[config.mk]
export PLATFORM = sky130hd
export DESIGN_NAME = ofdm_reference_cell_classifier_top
export DESIGN_NICKNAME = d
export VERILOG_FILES = /design/src/rtl/rcc_pkg.sv /design/src/rtl/ofdm_reference_cell_classifier_top.sv /design/src/rtl/rcc_decode.sv /design/src/rtl/rcc_phase.sv
export SDC_FILE = /design/constraint.sdc
export NUM_CORES = 1
export LEC_CHECK = 0
export BUFFER_PORTS_ARGS = -buffer_cell sky130_fd_sc_hd__buf_2
export CORE_ASPECT_RATIO = 1.5
export CORE_MARGIN = 3
export CORE_UTILIZATION = 57
export DETAILED_ROUTE_END_ITERATION = 12
export GPL_TIMING_DRIVEN = 0
export PLACE_DENSITY = 0.78
export RECOVER_POWER = 100
export SETUP_SLACK_MARGIN = 0.1
export SKIP_CTS_REPAIR_TIMING = 1
export SLEW_MARGIN = 20
export SYNTH_ARGS = -nofsm -noshare
export SYNTH_HDL_FRONTEND = slang
export SYNTH_SLANG_ARGS = --single-unit
[constraint.sdc]
create_clock -name clk -period 4.7 [get_ports clk]
set_input_delay 0.235 -clock clk [delete_from_list [all_inputs] [get_ports clk]]
set_output_delay 0.235 -clock clk [all_outputs]
set_load 0.02 [all_outputs]
[src/rtl/rcc_pkg.sv]
// ---------------------------------------------------------------------------
// rcc_pkg
// Shared types, constants and lookup tables for the reference cell
// classifier (frame geometry, time reference table, gain phase tables).
// ---------------------------------------------------------------------------
package rcc_pkg;

  localparam logic signed [7:0] LOWEST_CARRIER    = -8'sd106;
  localparam logic signed [7:0] HIGHEST_CARRIER   = 8'sd106;
  localparam logic signed [7:0] AFS_EDGE          = 8'sd106;
  localparam logic signed [7:0] BOOST_OUTER       = 8'sd106;
  localparam logic signed [7:0] BOOST_INNER       = 8'sd102;
  localparam logic [5:0]        SYMBOLS_PER_FRAME = 6'd40;
  localparam logic [5:0]        SYM_AFS_FIRST     = 6'd4;
  localparam logic [5:0]        SYM_AFS_LAST      = 6'd39;
  localparam logic [5:0]        SYM_FAC_FIRST     = 6'd5;
  localparam logic [5:0]        SYM_FAC_LAST      = 6'd26;
  localparam logic [5:0]        SYM_FAC_ODD       = 6'd7;
  localparam logic [5:0]        SYM_SDC_END       = 6'd5;
  localparam logic [3:0]        M_MAX             = 4'd9;
  localparam logic [3:0]        FAC_LAST_COUNT    = 4'd3;
  localparam logic signed [7:0] FAC_ODD_ADD       = -8'sd96;
  localparam logic signed [7:0] FAC_ODD_DROP      = -8'sd86;

  // per symbol class: first fac carrier and carrier count
  localparam logic signed [8:0] FAC_FIRST [4] = '{-9'sd78, -9'sd90, -9'sd86, -9'sd82};
  localparam logic [3:0]        FAC_COUNT [4] = '{4'd11, 4'd12, 4'd12, 4'd11};

  localparam logic [9:0] GAIN_R [4][10] = '{
    '{10'd39,  10'd118, 10'd197, 10'd276, 10'd354, 10'd433, 10'd39,  10'd118, 10'd197, 10'd276},
    '{10'd37,  10'd183, 10'd402, 10'd37,  10'd183, 10'd402, 10'd37,  10'd183, 10'd402, 10'd47},
    '{10'd110, 10'd329, 10'd475, 10'd110, 10'd329, 10'd475, 10'd110, 10'd329, 10'd475, 10'd110},
    '{10'd79,  10'd158, 10'd236, 10'd315, 10'd394, 10'd473, 10'd79,  10'd158, 10'd236, 10'd315}
  };
  localparam logic [9:0] GAIN_Z [4][10] = '{
    '{10'd473, 10'd394, 10'd315, 10'd236, 10'd158, 10'd79,  10'd0,   10'd0,   10'd0,   10'd0},
    '{10'd183, 10'd914, 10'd402, 10'd37,  10'd475, 10'd841, 10'd768, 10'd768, 10'd987, 10'd183},
    '{10'd549, 10'd622, 10'd475, 10'd110, 10'd37,  10'd622, 10'd256, 10'd768, 10'd329, 10'd549},
    '{10'd79,  10'd158, 10'd236, 10'd315, 10'd394, 10'd473, 10'd158, 10'd315, 10'd473, 10'd630}
  };
  localparam logic [9:0] GAIN_Q [4][10] = '{
    '{10'd329, 10'd489,  10'd894, 10'd419, 10'd607, 10'd519, 10'd1020, 10'd942, 10'd817,  10'd939},
    '{10'd824, 10'd1023, 10'd74,  10'd319, 10'd225, 10'd207, 10'd348,  10'd422, 10'd395,  10'd92},
    '{10'd959, 10'd379,  10'd7,   10'd738, 10'd500, 10'd920, 10'd440,  10'd727, 10'd263,  10'd733},
    '{10'd907, 10'd946,  10'd924, 10'd91,  10'd189, 10'd133, 10'd910,  10'd804, 10'd1022, 10'd433}
  };

  typedef struct packed {
    logic       hit;
    logic [9:0] phase;
  } time_ref_t;

  // classification flags carried down the pipeline
  typedef struct packed {
    logic time_pilot;
    logic gain_pilot;
    logic boosted;
    logic afs_cell;
    logic fac_cell;
    logic sdc_cell;
  } cell_flags_t;

  // first stage result handed to the phase datapath
  typedef struct packed {
    cell_flags_t       flags;
    logic [9:0]        time_phase;
    logic signed [4:0] p;
    logic [9:0]        r;
    logic [9:0]        z;
    logic [9:0]        q;
  } cell_stage_t;

  function automatic time_ref_t time_lookup(input logic signed [7:0] c);
    time_ref_t t;
    t.hit = 1'b1;
    case (c)
      -8'sd80: t.phase = 10'd219;
      -8'sd79: t.phase = 10'd475;
      -8'sd77: t.phase = 10'd989;
      -8'sd53: t.phase = 10'd652;
      -8'sd52: t.phase = 10'd652;
      -8'sd51: t.phase = 10'd140;
      -8'sd32: t.phase = 10'd819;
      -8'sd31: t.phase = 10'd819;
      8'sd12:  t.phase = 10'd907;
      8'sd13:  t.phase = 10'd907;
      8'sd14:  t.phase = 10'd651;
      8'sd21:  t.phase = 10'd903;
      8'sd22:  t.phase = 10'd391;
      8'sd23:  t.phase = 10'd903;
      8'sd40:  t.phase = 10'd203;
      8'sd41:  t.phase = 10'd203;
      8'sd42:  t.phase = 10'd203;
      8'sd67:  t.phase = 10'd797;
      8'sd68:  t.phase = 10'd29;
      8'sd79:  t.phase = 10'd508;
      8'sd80:  t.phase = 10'd508;
      default: begin
        t.hit   = 1'b0;
        t.phase = 10'd0;
      end
    endcase
    return t;
  endfunction

endpackage

[src/rtl/ofdm_reference_cell_classifier_top.sv]
// ---------------------------------------------------------------------------
// ofdm_reference_cell_classifier_top
// Classifies one cell position (symbol, carrier) per beat into time, gain,
// afs, fac and sdc flags with time and gain reference phases.
// ---------------------------------------------------------------------------
// an accepted input beat passes the decode, stage 2 and stage 3 registers on its way to m_tvalid
// throughput: one cell per cycle; a three-stage valid pipeline that holds
//   under m_tready backpressure without losing or repeating beats
// the gain phase multiplies (p*p, p*z, then p*p*r) set the stage split
// reset: synchronous rst clears all stage valid bits; data regs not reset
module ofdm_reference_cell_classifier_top (
  input  logic        clk,
  input  logic        rst,
  input  logic        s_tvalid,
  output logic        s_tready,
  input  logic [15:0] s_tdata,  // symbol[5:0], carrier[13:6], zero[15:14]
  output logic        m_tvalid,
  input  logic        m_tready,
  output logic [31:0] m_tdata   // time_pilot[0], time_phase[10:1], gain_pilot[11],
                                // gain_phase[21:12], boosted[22], afs_cell[23],
                                // fac_cell[24], sdc_cell[25], zero[31:26]
);

  logic                 dec_valid;
  logic                 dec_ready;
  rcc_pkg::cell_stage_t dec_cell;
  rcc_pkg::cell_flags_t flags;
  logic [9:0]           time_phase;
  logic [9:0]           gain_phase;

  rcc_decode u_decode (
    .clk       (clk),
    .rst       (rst),
    .in_valid  (s_tvalid),
    .in_ready  (s_tready),
    .symbol    (s_tdata[5:0]),
    .carrier   (signed'(s_tdata[13:6])),
    .out_valid (dec_valid),
    .out_ready (dec_ready),
    .out_cell  (dec_cell)
  );

  rcc_phase u_phase (
    .clk            (clk),
    .rst            (rst),
    .in_valid       (dec_valid),
    .in_ready       (dec_ready),
    .in_cell        (dec_cell),
    .out_valid      (m_tvalid),
    .out_ready      (m_tready),
    .out_flags      (flags),
    .out_time_phase (time_phase),
    .out_gain_phase (gain_phase)
  );

  assign m_tdata = {6'd0, flags.sdc_cell, flags.fac_cell, flags.afs_cell, flags.boosted,
                    gain_phase, flags.gain_pilot, time_phase, flags.time_pilot};

`ifndef SYNTH
  // boost only ever marks gain cells
  a_boost_gain: assert property (@(posedge clk) disable iff (rst)
    m_tvalid && m_tdata[22] |-> m_tdata[11])
    else $error("boosted beat without gain pilot");

  // sdc cells exclude gain cells
  a_sdc_gain: assert property (@(posedge clk) disable iff (rst)
    m_tvalid |-> !(m_tdata[25] && m_tdata[11]))
    else $error("sdc and gain pilot both set");

  // afs and fac live in disjoint symbols
  a_afs_fac: assert property (@(posedge clk) disable iff (rst)
    m_tvalid |-> !(m_tdata[23] && m_tdata[24]))
    else $error("afs and fac both set");

  // phases are cleared when their pilot flag is off
  a_phase_zero: assert property (@(posedge clk) disable iff (rst)
    m_tvalid |-> (m_tdata[0] || (m_tdata[10:1] == 10'd0)) &&
                 (m_tdata[11] || (m_tdata[21:12] == 10'd0)))
    else $error("phase set without pilot");

  // the pipeline never stalls the input while the output is being drained
  a_no_bubble_stall: assert property (@(posedge clk) disable iff (rst)
    m_tready |-> s_tready)
    else $error("input stalled with output ready");
`endif

endmodule

[src/rtl/rcc_decode.sv]
// ---------------------------------------------------------------------------
// rcc_decode
// First pipeline stage: band and frame checks, time reference lookup, gain,
// afs, fac and sdc decisions, gain table fetch and carrier offset p.
// ---------------------------------------------------------------------------
module rcc_decode (
  input  logic                clk,
  input  logic                rst,
  input  logic                in_valid,
  output logic                in_ready,
  input  logic [5:0]          symbol,
  input  logic signed [7:0]   carrier,
  output logic                out_valid,
  input  logic                out_ready,
  output rcc_pkg::cell_stage_t out_cell
);

  logic                 valid;
  rcc_pkg::cell_stage_t stage;
  rcc_pkg::cell_stage_t stage_next;
  rcc_pkg::time_ref_t   tref;
  logic                 in_band;
  logic                 in_frame;
  logic [1:0]           n;
  logic [3:0]           m;
  logic signed [8:0]    d;
  logic                 gain;
  logic                 afs;
  logic                 fac;
  logic [1:0]           fac_cls;
  logic [3:0]           fac_cnt;
  logic signed [8:0]    fac_d;

  assign in_ready = !valid || out_ready;

  always_comb begin
    in_band  = (carrier >= rcc_pkg::LOWEST_CARRIER) && (carrier <= rcc_pkg::HIGHEST_CARRIER);
    in_frame = symbol < rcc_pkg::SYMBOLS_PER_FRAME;
    tref     = rcc_pkg::time_lookup(carrier);
    n        = symbol[1:0];
    m        = (symbol[5:2] > rcc_pkg::M_MAX) ? rcc_pkg::M_MAX : symbol[5:2];
    d        = 9'(signed'({carrier[7], carrier}) - 9'sd2 - signed'({5'd0, n, 2'b00}));
    // |d| mod 16 == 0 exactly when the low nibble of d is zero
    gain     = (d[3:0] == 4'd0);

    afs = (carrier >= -rcc_pkg::AFS_EDGE) && (carrier <= rcc_pkg::AFS_EDGE) &&
          (carrier[1:0] == 2'b10) &&
          ((symbol == rcc_pkg::SYM_AFS_FIRST) || (symbol == rcc_pkg::SYM_AFS_LAST));

    fac_cls = 2'(symbol - rcc_pkg::SYM_FAC_FIRST);
    fac_cnt = (symbol == rcc_pkg::SYM_FAC_LAST) ? rcc_pkg::FAC_LAST_COUNT
                                                : rcc_pkg::FAC_COUNT[fac_cls];
    fac_d   = 9'(signed'({carrier[7], carrier}) - rcc_pkg::FAC_FIRST[fac_cls]);
    if ((symbol < rcc_pkg::SYM_FAC_FIRST) || (symbol > rcc_pkg::SYM_FAC_LAST)) begin
      fac = 1'b0;
    end else if ((symbol == rcc_pkg::SYM_FAC_ODD) && (carrier == rcc_pkg::FAC_ODD_ADD)) begin
      fac = 1'b1;
    end else if ((symbol == rcc_pkg::SYM_FAC_ODD) && (carrier == rcc_pkg::FAC_ODD_DROP)) begin
      fac = 1'b0;
    end else begin
      fac = !fac_d[8] && (fac_d[3:0] == 4'd0) && ({1'b0, fac_d[7:4]} < {1'b0, fac_cnt});
    end

    stage_next.flags.time_pilot = in_band && tref.hit;
    stage_next.time_phase       = (in_band && tref.hit) ? tref.phase : 10'd0;
    stage_next.flags.gain_pilot = in_band && in_frame && gain;
    stage_next.flags.boosted    = in_band && in_frame && gain &&
                                  ((carrier == -rcc_pkg::BOOST_OUTER) ||
                                   (carrier == -rcc_pkg::BOOST_INNER) ||
                                   (carrier == rcc_pkg::BOOST_INNER) ||
                                   (carrier == rcc_pkg::BOOST_OUTER));
    stage_next.flags.afs_cell   = in_band && in_frame && afs;
    stage_next.flags.fac_cell   = in_band && in_frame && fac;
    stage_next.flags.sdc_cell   = in_band && in_frame && (symbol < rcc_pkg::SYM_SDC_END) &&
                                  !gain && !((symbol == 6'd0) && tref.hit) &&
                                  !((symbol == rcc_pkg::SYM_AFS_FIRST) && afs);
    // d is a multiple of 16 when p is used, so the shift is exact
    stage_next.p = d[8:4];
    stage_next.r = rcc_pkg::GAIN_R[n][m];
    stage_next.z = rcc_pkg::GAIN_Z[n][m];
    stage_next.q = rcc_pkg::GAIN_Q[n][m];
  end

  always_ff @(posedge clk) begin
    if (rst) begin
      valid <= 1'b0;
    end else if (in_ready) begin
      valid <= in_valid;
    end
  end

  always_ff @(posedge clk) begin
    if (in_ready && in_valid) begin
      stage <= stage_next;
    end
  end

  assign out_valid = valid;
  assign out_cell  = stage;

endmodule

[src/rtl/rcc_phase.sv]
// ---------------------------------------------------------------------------
// rcc_phase
// Second and third pipeline stages: gain phase p*p*R + p*Z + Q mod 1024,
// then the output register with the packed result beat.
// ---------------------------------------------------------------------------
module rcc_phase (
  input  logic                 clk,
  input  logic                 rst,
  input  logic                 in_valid,
  output logic                 in_ready,
  input  rcc_pkg::cell_stage_t in_cell,
  output logic                 out_valid,
  input  logic                 out_ready,
  output rcc_pkg::cell_flags_t out_flags,
  output logic [9:0]           out_time_phase,
  output logic [9:0]           out_gain_phase
);

  // stage 2 registers
  logic                 valid2;
  rcc_pkg::cell_flags_t flags2;
  logic [9:0]           time_phase2;
  logic [7:0]           pp2;
  logic [9:0]           pz2;
  logic [9:0]           r2;
  logic [9:0]           q2;
  // stage 3 registers
  logic                 valid3;
  rcc_pkg::cell_flags_t flags3;
  logic [9:0]           time_phase3;
  logic [9:0]           gain_phase3;

  logic                 ready3;
  logic                 ready2;
  logic signed [9:0]    pp_full;
  logic signed [15:0]   pz_full;
  logic [17:0]          ppr_full;
  logic [9:0]           phase_next;

  assign ready3   = !valid3 || out_ready;
  assign ready2   = !valid2 || ready3;
  assign in_ready = ready2;

  always_comb begin
    pp_full    = in_cell.p * in_cell.p;
    pz_full    = in_cell.p * signed'({1'b0, in_cell.z});
    ppr_full   = pp2 * r2;
    // everything wraps mod 1024, so only the low bits are kept
    phase_next = 10'(ppr_full[9:0] + pz2 + q2);
  end

  always_ff @(posedge clk) begin
    if (rst) begin
      valid2 <= 1'b0;
      valid3 <= 1'b0;
    end else begin
      if (ready2) begin
        valid2 <= in_valid;
      end
      if (ready3) begin
        valid3 <= valid2;
      end
    end
  end

  always_ff @(posedge clk) begin
    if (ready2 && in_valid) begin
      flags2      <= in_cell.flags;
      time_phase2 <= in_cell.time_phase;
      pp2         <= pp_full[7:0];
      pz2         <= pz_full[9:0];
      r2          <= in_cell.r;
      q2          <= in_cell.q;
    end
    if (ready3 && valid2) begin
      flags3      <= flags2;
      time_phase3 <= time_phase2;
      gain_phase3 <= flags2.gain_pilot ? phase_next : 10'd0;
    end
  end

  assign out_valid      = valid3;
  assign out_flags      = flags3;
  assign out_time_phase = time_phase3;
  assign out_gain_phase = gain_phase3;

endmodule
======== After elaboration in Yosys (flattened, before gate mapping) ========
Index checks and enable logic that the tools add are counted.
storage, ports and cells
  register bits after elaboration ......... 134
  input bits .............................. 20
  output and inout port bits .............. 34
  word-level logic and storage cells ...... 165
operators by class
  add/sub/neg operators ................... 6
  multipliers ............................. 3
  magnitude comparators ................... 10
  eq/ne operators ......................... 32
  mux-type cells .......................... 31
  bitwise operators ....................... 3
  reduce and logical (&&, ||, !) cells .... 47
operator list
  operator               number
  $bmux W100 S2          3
  $mux W100              6
  $pmux W10 S14          1
  $bmux W10 S4           3
  $eq A8 B8 Y1 const B   14
  $mux W10               6
  $eq A8 B7 Y1 const B   4
  $eq A8 B4 Y1 const B   3
  $eq A8 B5 Y1 const B   3
  $eq A8 B6 Y1 const B   3
  $logic_and A1 B1 Y1    22
  $reduce_or A21 Y1      1
  $add A10 B10 Y10       2
  $bmux W9 S2            1
  $mux W9                2
  $mux W4                4
  $eq A6 B3 Y1 const B   2
  $mul A5 B11 Y10        1
  $mul A8 B10 Y10        1
  $reduce_or A2 Y1       5
  $sub A8 B3 Y9 const B  1
  $sub A8 B9 Y9          1
  $sub A9 B5 Y9          1
  $bmux W4 S2            1
  other kinds (22)       41

======== Longest topological paths before layout ========
  word-level depth ........................ 13
  mapped depth ............................ 17
  gate-level depth less buffers ........... 17

======== Modules after synthesis ========
Synthesis repeated with hierarchy kept, for this count alone.
second synthesis, totals
  cells, all modules ...................... 1002
  area total of the unflattened synthesis .. 10322.4 um2
by module, submodules not included
  module                              times used  cells an instance  area each (um2)  seq. area each (um2)
  rcc_phase                           1           487                5915.7           2412.3
  rcc_decode                          1           508                4357.9           1521.5
  ofdm_reference_cell_classifier_top  1           7                  48.8             0.0

======== Worst setup path after synthesis ========
OpenSTA, ideal clock, no wires.
  path type ............................... flip-flop to flip-flop
  from .................................... register u_phase.valid3 (netlist: u_phase.out_valid)
  to ...................................... register u_phase.flags2[0] in the netlist's numbering (enable)
  setup time .............................. 0.541 ns
  arrival ................................. 4.379 ns
  required time ........................... 4.159 ns
  slack ................................... -0.220 ns
  cell stages (with the launch flop) ...... 3
  path buffers ............................ 0
  period minus slack after synthesis ...... 4.920 ns
  cell sequence ........................... dfxtp_1 nor2b_1 a21boi_0
between the ends
  longest elaborated chain between the ends .. 4
ends and longest elaborated chain
  element                   line             source
  start: declaration        rcc_phase.sv:28  logic valid3;
  start signal: assignment  rcc_phase.sv:61  valid3 <= valid2;
  $logic_not A1 Y1          rcc_phase.sv:40  assign ready3 = !valid3 || out_ready;
  $logic_or A1 B1 Y1        rcc_phase.sv:40
  $logic_or A1 B1 Y1        rcc_phase.sv:41  assign ready2 = !valid2 || ready3;
  $logic_and A1 B1 Y1       rcc_phase.sv:67  if (ready2 && in_valid) begin
  end signal: assignment    rcc_phase.sv:68  flags2 <= in_cell.flags;
  end: declaration          rcc_phase.sv:21  rcc_pkg::cell_flags_t flags2;
Every way passes these cells.
A chain may end at the register's enable or synchronous reset.

======== Final worst setup path ========
  from .................................... register u_phase.r2[3]
  to ...................................... register u_phase.gain_phase3[9] (netlist: u_phase.out_gain_phase[9]), data pin
between the ends
  longest elaborated chain between the ends .. 3
ends and longest elaborated chain
  element                        line             source
  start: declaration             rcc_phase.sv:25  logic [9:0] r2;
  start signal: assignment       rcc_phase.sv:72  r2 <= in_cell.r;
  $mul A8 B10 Y10                rcc_phase.sv:47  ppr_full = pp2 * r2;
  $add A10 B10 Y10 (2 in a row)  rcc_phase.sv:49  phase_next = 10'(ppr_full[9:0] + pz2 + q2);
  end signal: assignment         rcc_phase.sv:78  gain_phase3 <= flags2.gain_pilot ? phase_next : 10'd0;
  end: declaration               rcc_phase.sv:31  logic [9:0] gain_phase3;
Every way passes these cells.

==> flow_summary_export.csv <==
group,metric,value,unit
drt,dr.pass1.iters,5,
synth,synth_seq_cells,131,
floorplan,dieArea,19800,µm²
final_layout,multiInputGateArea,5980,µm²
drt,final_antenna_net_count,0,
synth,yosysTopAreaCell,"edfxtp_1",
pwr,switching_share,0.414,
pwr,switchingPower,0.00334,W
global_route,antenna_found_initial,0,
synth,netlist_instances,1049,
cts,clkLatencyLatePin,0.42,ns
final_layout,drive_gt1_frac,0.112,
cts,cts_tree,"yes",
floorplan,core_area,17600,µm²
timing,fin_crit,4.58,ns
timing,skew,0.0104,ns
global_route,grt_pass1_wl,44.0,mm
timing,slew_viol_final,27,
worst_setup_path,worstSetupPathType,"reg2reg",
worst_setup_path,cp-start-kind,"flop",
synth,synthArstFlopShare,0,
final_layout,fill_cells,1351,
timing,worst_pin_slew,2.06,ns
worst_setup_path,critPathMaxFanout,4,
worst_setup_path,regToRegSetupSlack,0.12,ns
final_layout,antennaDiodeCount,0,
drt,top_layer_used,"met4",
global_route,grt_remaining_overflow,0,
final_layout,layout_common_cells,"edfxtp_1 (128), nand2_1 (115), inv_1 (110)",
final_layout,syn2layout_area_growth,14.6,%
floorplan,rows,59,
drt,drc,0,
worst_setup_path,reg2regPathDepth,16,
worst_hold_path,hp-class,"in2reg",
drt,met1Wirelength,10.7,mm
drt,routed_via_density,6.07,
worst_setup_path,cp.required,4.88,ns
global_route,grt_pass1_vias,8205,
drt,dr_wl_met2,15.6,mm
final_layout,fin_nets,1307,
floorplan,start_util,0.589,
pwr,clock_power_share,0.155,
pwr,vdd_drop_max,0.000688,V
place,hpwl,21.3,mm
synth,seq_area_frac_synth,0.377,
timing,min_period_over_period,0.974,
timing,report.final.setup_viol,0,
pwr,internal_power,0.00472,W
global_route,grt_max_degree,27,
cts,max-clock-path-buffers,2,
final_layout,mostFrequentLayoutCell,"edfxtp_1",
drt,routed_wl,30.1,mm
outcome,violations,"max-capacitance violations, max-slew violations",
floorplan,io_pins,54,
cts,clock-sinks,131,
synth,ys_top_cells_by_area,"edfxtp_1 (37%), fa_1 (13%), ha_1 (7.5%), nand2_1 (4.3%), inv_1 (4.2%)",
worst_setup_path,critPathLaunch,"u_phase.r2[3]$_DFFE_PP_",
pwr,pwr-share-seq,0.209,
worst_setup_path,timing.rr.start,"u_phase.r2[3]$_DFFE_PP_",
cts,htreeDepth,4,
timing,max_freq,0.219,GHz
drt,num_vias,8404,
place,dp_slack,-0.307,ns
floorplan,die_w,116,µm
outcome,status,"complete, but fails checks",
synth,synth_area,10300,µm²
timing,relSlewSlack,-0.377,
worst_setup_path,r2r-end,"u_phase.out_gain_phase[9]$_SDFFCE_PN0P_",
synth,synth_warnings,0,
worst_setup_path,crit_end,"u_phase.out_gain_phase[9]$_SDFFCE_PN0P_",
worst_setup_path,cp-end-kind,"flop",
synth,synth-edff-count,128,
pwr,p_leak,4.85,nW
floorplan,die_h,171,µm
place,io_buffer_count,44,
pwr,power,0.00806,W
synth,synthFlopType,"edfxtp_1",
drt,drt_iter0_drc,671,
place,finalWeightedCongestion,1.07,
drt,routed-wl-met3,1.68,mm
synth,synth_area_per_cell,9.86,µm²
final_layout,regArea,3900,µm²
cts,path_clk_slew,0.06,ns
synth,ys_types,74,
cts,root_buffer,"clkbuf_16",
worst_setup_path,crit_arrival,4.75,ns
run,cap_violations,1,
pwr,power.density,680,nW/µm²
timing,rsz0062_at_grt,"yes",
global_route,grt_usage,0.293,
drt,wire_per_inst,21.8,µm
cts,numCtsBuffers,17,
timing,worst_slack,0.124,ns
pwr,p_comb_frac,0.636,
synth,yosys.area.top_type_share,0.372,
timing,hold_viol,0,
[worst max-delay path: stages, from the launching register on]
cell	delay (ns)
edfxtp_1	0.43
buf_4	0.15
buf_4	0.10
nand2_1	0.08
fa_2	0.42
fa_1	0.52
fa_1	0.55
inv_1	0.05
fa_1	0.51
inv_2	0.05
fa_2	0.38
xnor2_2	0.20
xnor2_1	0.16
xnor2_1	0.17
xnor3_1	0.30
xnor2_1	0.14
and2_1	0.15
[metrics by stage]
step	std cells	utilization	cell area, µm²	hold slack (ns)	TNS (ns)
after floorplan	1063	-	10400	0.304	0
after global placement	1320	0.619	10900	0.401	-0.290
after detailed placement	1324	0.628	11000	0.405	-0.586
after CTS	1356	0.660	11600	-0.0189	-0.652
after global routing	1384	0.675	11900	0.0825	-0.0166
final	1384	0.675	11900	0.0853	0
[cell families (layout without fill, tap and decap cells)]
| kind of cell | after synthesis | in the layout | synth area share |
|---|---|---|---|
| simple gates | 338 | 338 | 0.158 |
| compound gates | 204 | 204 | 0.131 |
| buf+inv | 181 | 289 | 0.0705 |
| fa+ha+maj | 131 | 131 | 0.207 |
| flops | 131 | 131 | 0.377 |
| xor+xnor | 55 | 55 | 0.0479 |
| mux | 7 | 7 | 0.00798 |
| other cells | 2 | 16 | 0.000726 |
[area by class of cell]
cell class                      count  area share
Clock buffer                       17      0.0359
Buffer                             64      0.0244
Sequential cell                   131       0.329
Multi-Input combinational cell    751       0.505
Inverter                          117      0.0371
Timing Repair Buffer               76      0.0344
Clock inverter                     15      0.0118
Tap cell                          213      0.0225
[synth_stat cells (all sizes together) (4+ instances only)]
cell type	number
edfxtp	128
nand2	119
inv	115
nor2	68
fa	67
ha	62
o21ai	57
and2	53
xnor2	44
a21oi	41
clkbuf	34
buf	30
nand3	24
nor2b	21
nand2b	16
a21o	10
a31oi	10
xor2	10
nand4	9
nor3	9
o211ai	8
o221ai	8
a211oi	6
a22oi	6
mux2i	6
a21boi	5
o22ai	5
o311ai	4
[routing by layer]
metal | GRT usage | vias to the layer above
li1 | - | 3806
met1 | 0.331 | 4018
met2 | 0.516 | 434
met3 | 0.0421 | 146
met4 | 0.179 | 0
met5 | 0 | -
[worst min-delay path by stage]
stage                                 from                               to  slack (ns)  depth (start not counted)
5_1_grt                           s_tvalid  u_decode.out_valid$_SDFFE_PP0N_        0.08                          3
3_3_place_gp   u_phase.flags2[3]$_DFFE_PP_   u_phase.out_flags[3]$_DFFE_PP_        0.40                          0
6_report                          s_tvalid  u_decode.out_valid$_SDFFE_PP0N_        0.09                          3
4_1_cts                                rst  u_decode.out_valid$_SDFFE_PP0N_       -0.02                          2
3_5_place_dp   u_phase.flags2[0]$_DFFE_PP_   u_phase.out_flags[0]$_DFFE_PP_        0.40                          0
2_1_floorplan                          rst  u_decode.out_valid$_SDFFE_PP0N_        0.30                          1
[registers in the layout, indices dropped and copies added, names as in the netlist, 6 cells and up]
register	flops
u_phase.out_gain_phase	10
u_phase.flags2	6
u_phase.r2	9
u_phase.out_flags	6
u_decode.out_cell	50
u_phase.pp2	7
u_phase.pz2	10
u_phase.time_phase2	10
u_phase.out_time_phase	10
u_phase.q2	10
[power groups by stage]
| stage | registers, W | logic [W] | clock network (W) |
|---|---|---|---|
| floorplan | 0.00170 | 0.00287 | 0 |
| global placement | 0.00170 | 0.00346 | 0 |
| detailed placement | 0.00170 | 0.00366 | 0 |
| CTS | 0.00168 | 0.00368 | 0.00127 |
| global route | 0.00170 | 0.00556 | 0.00132 |
| finish | 0.00168 | 0.00513 | 0.00125 |
Note: power is estimated with default switching activity, not from simulation.
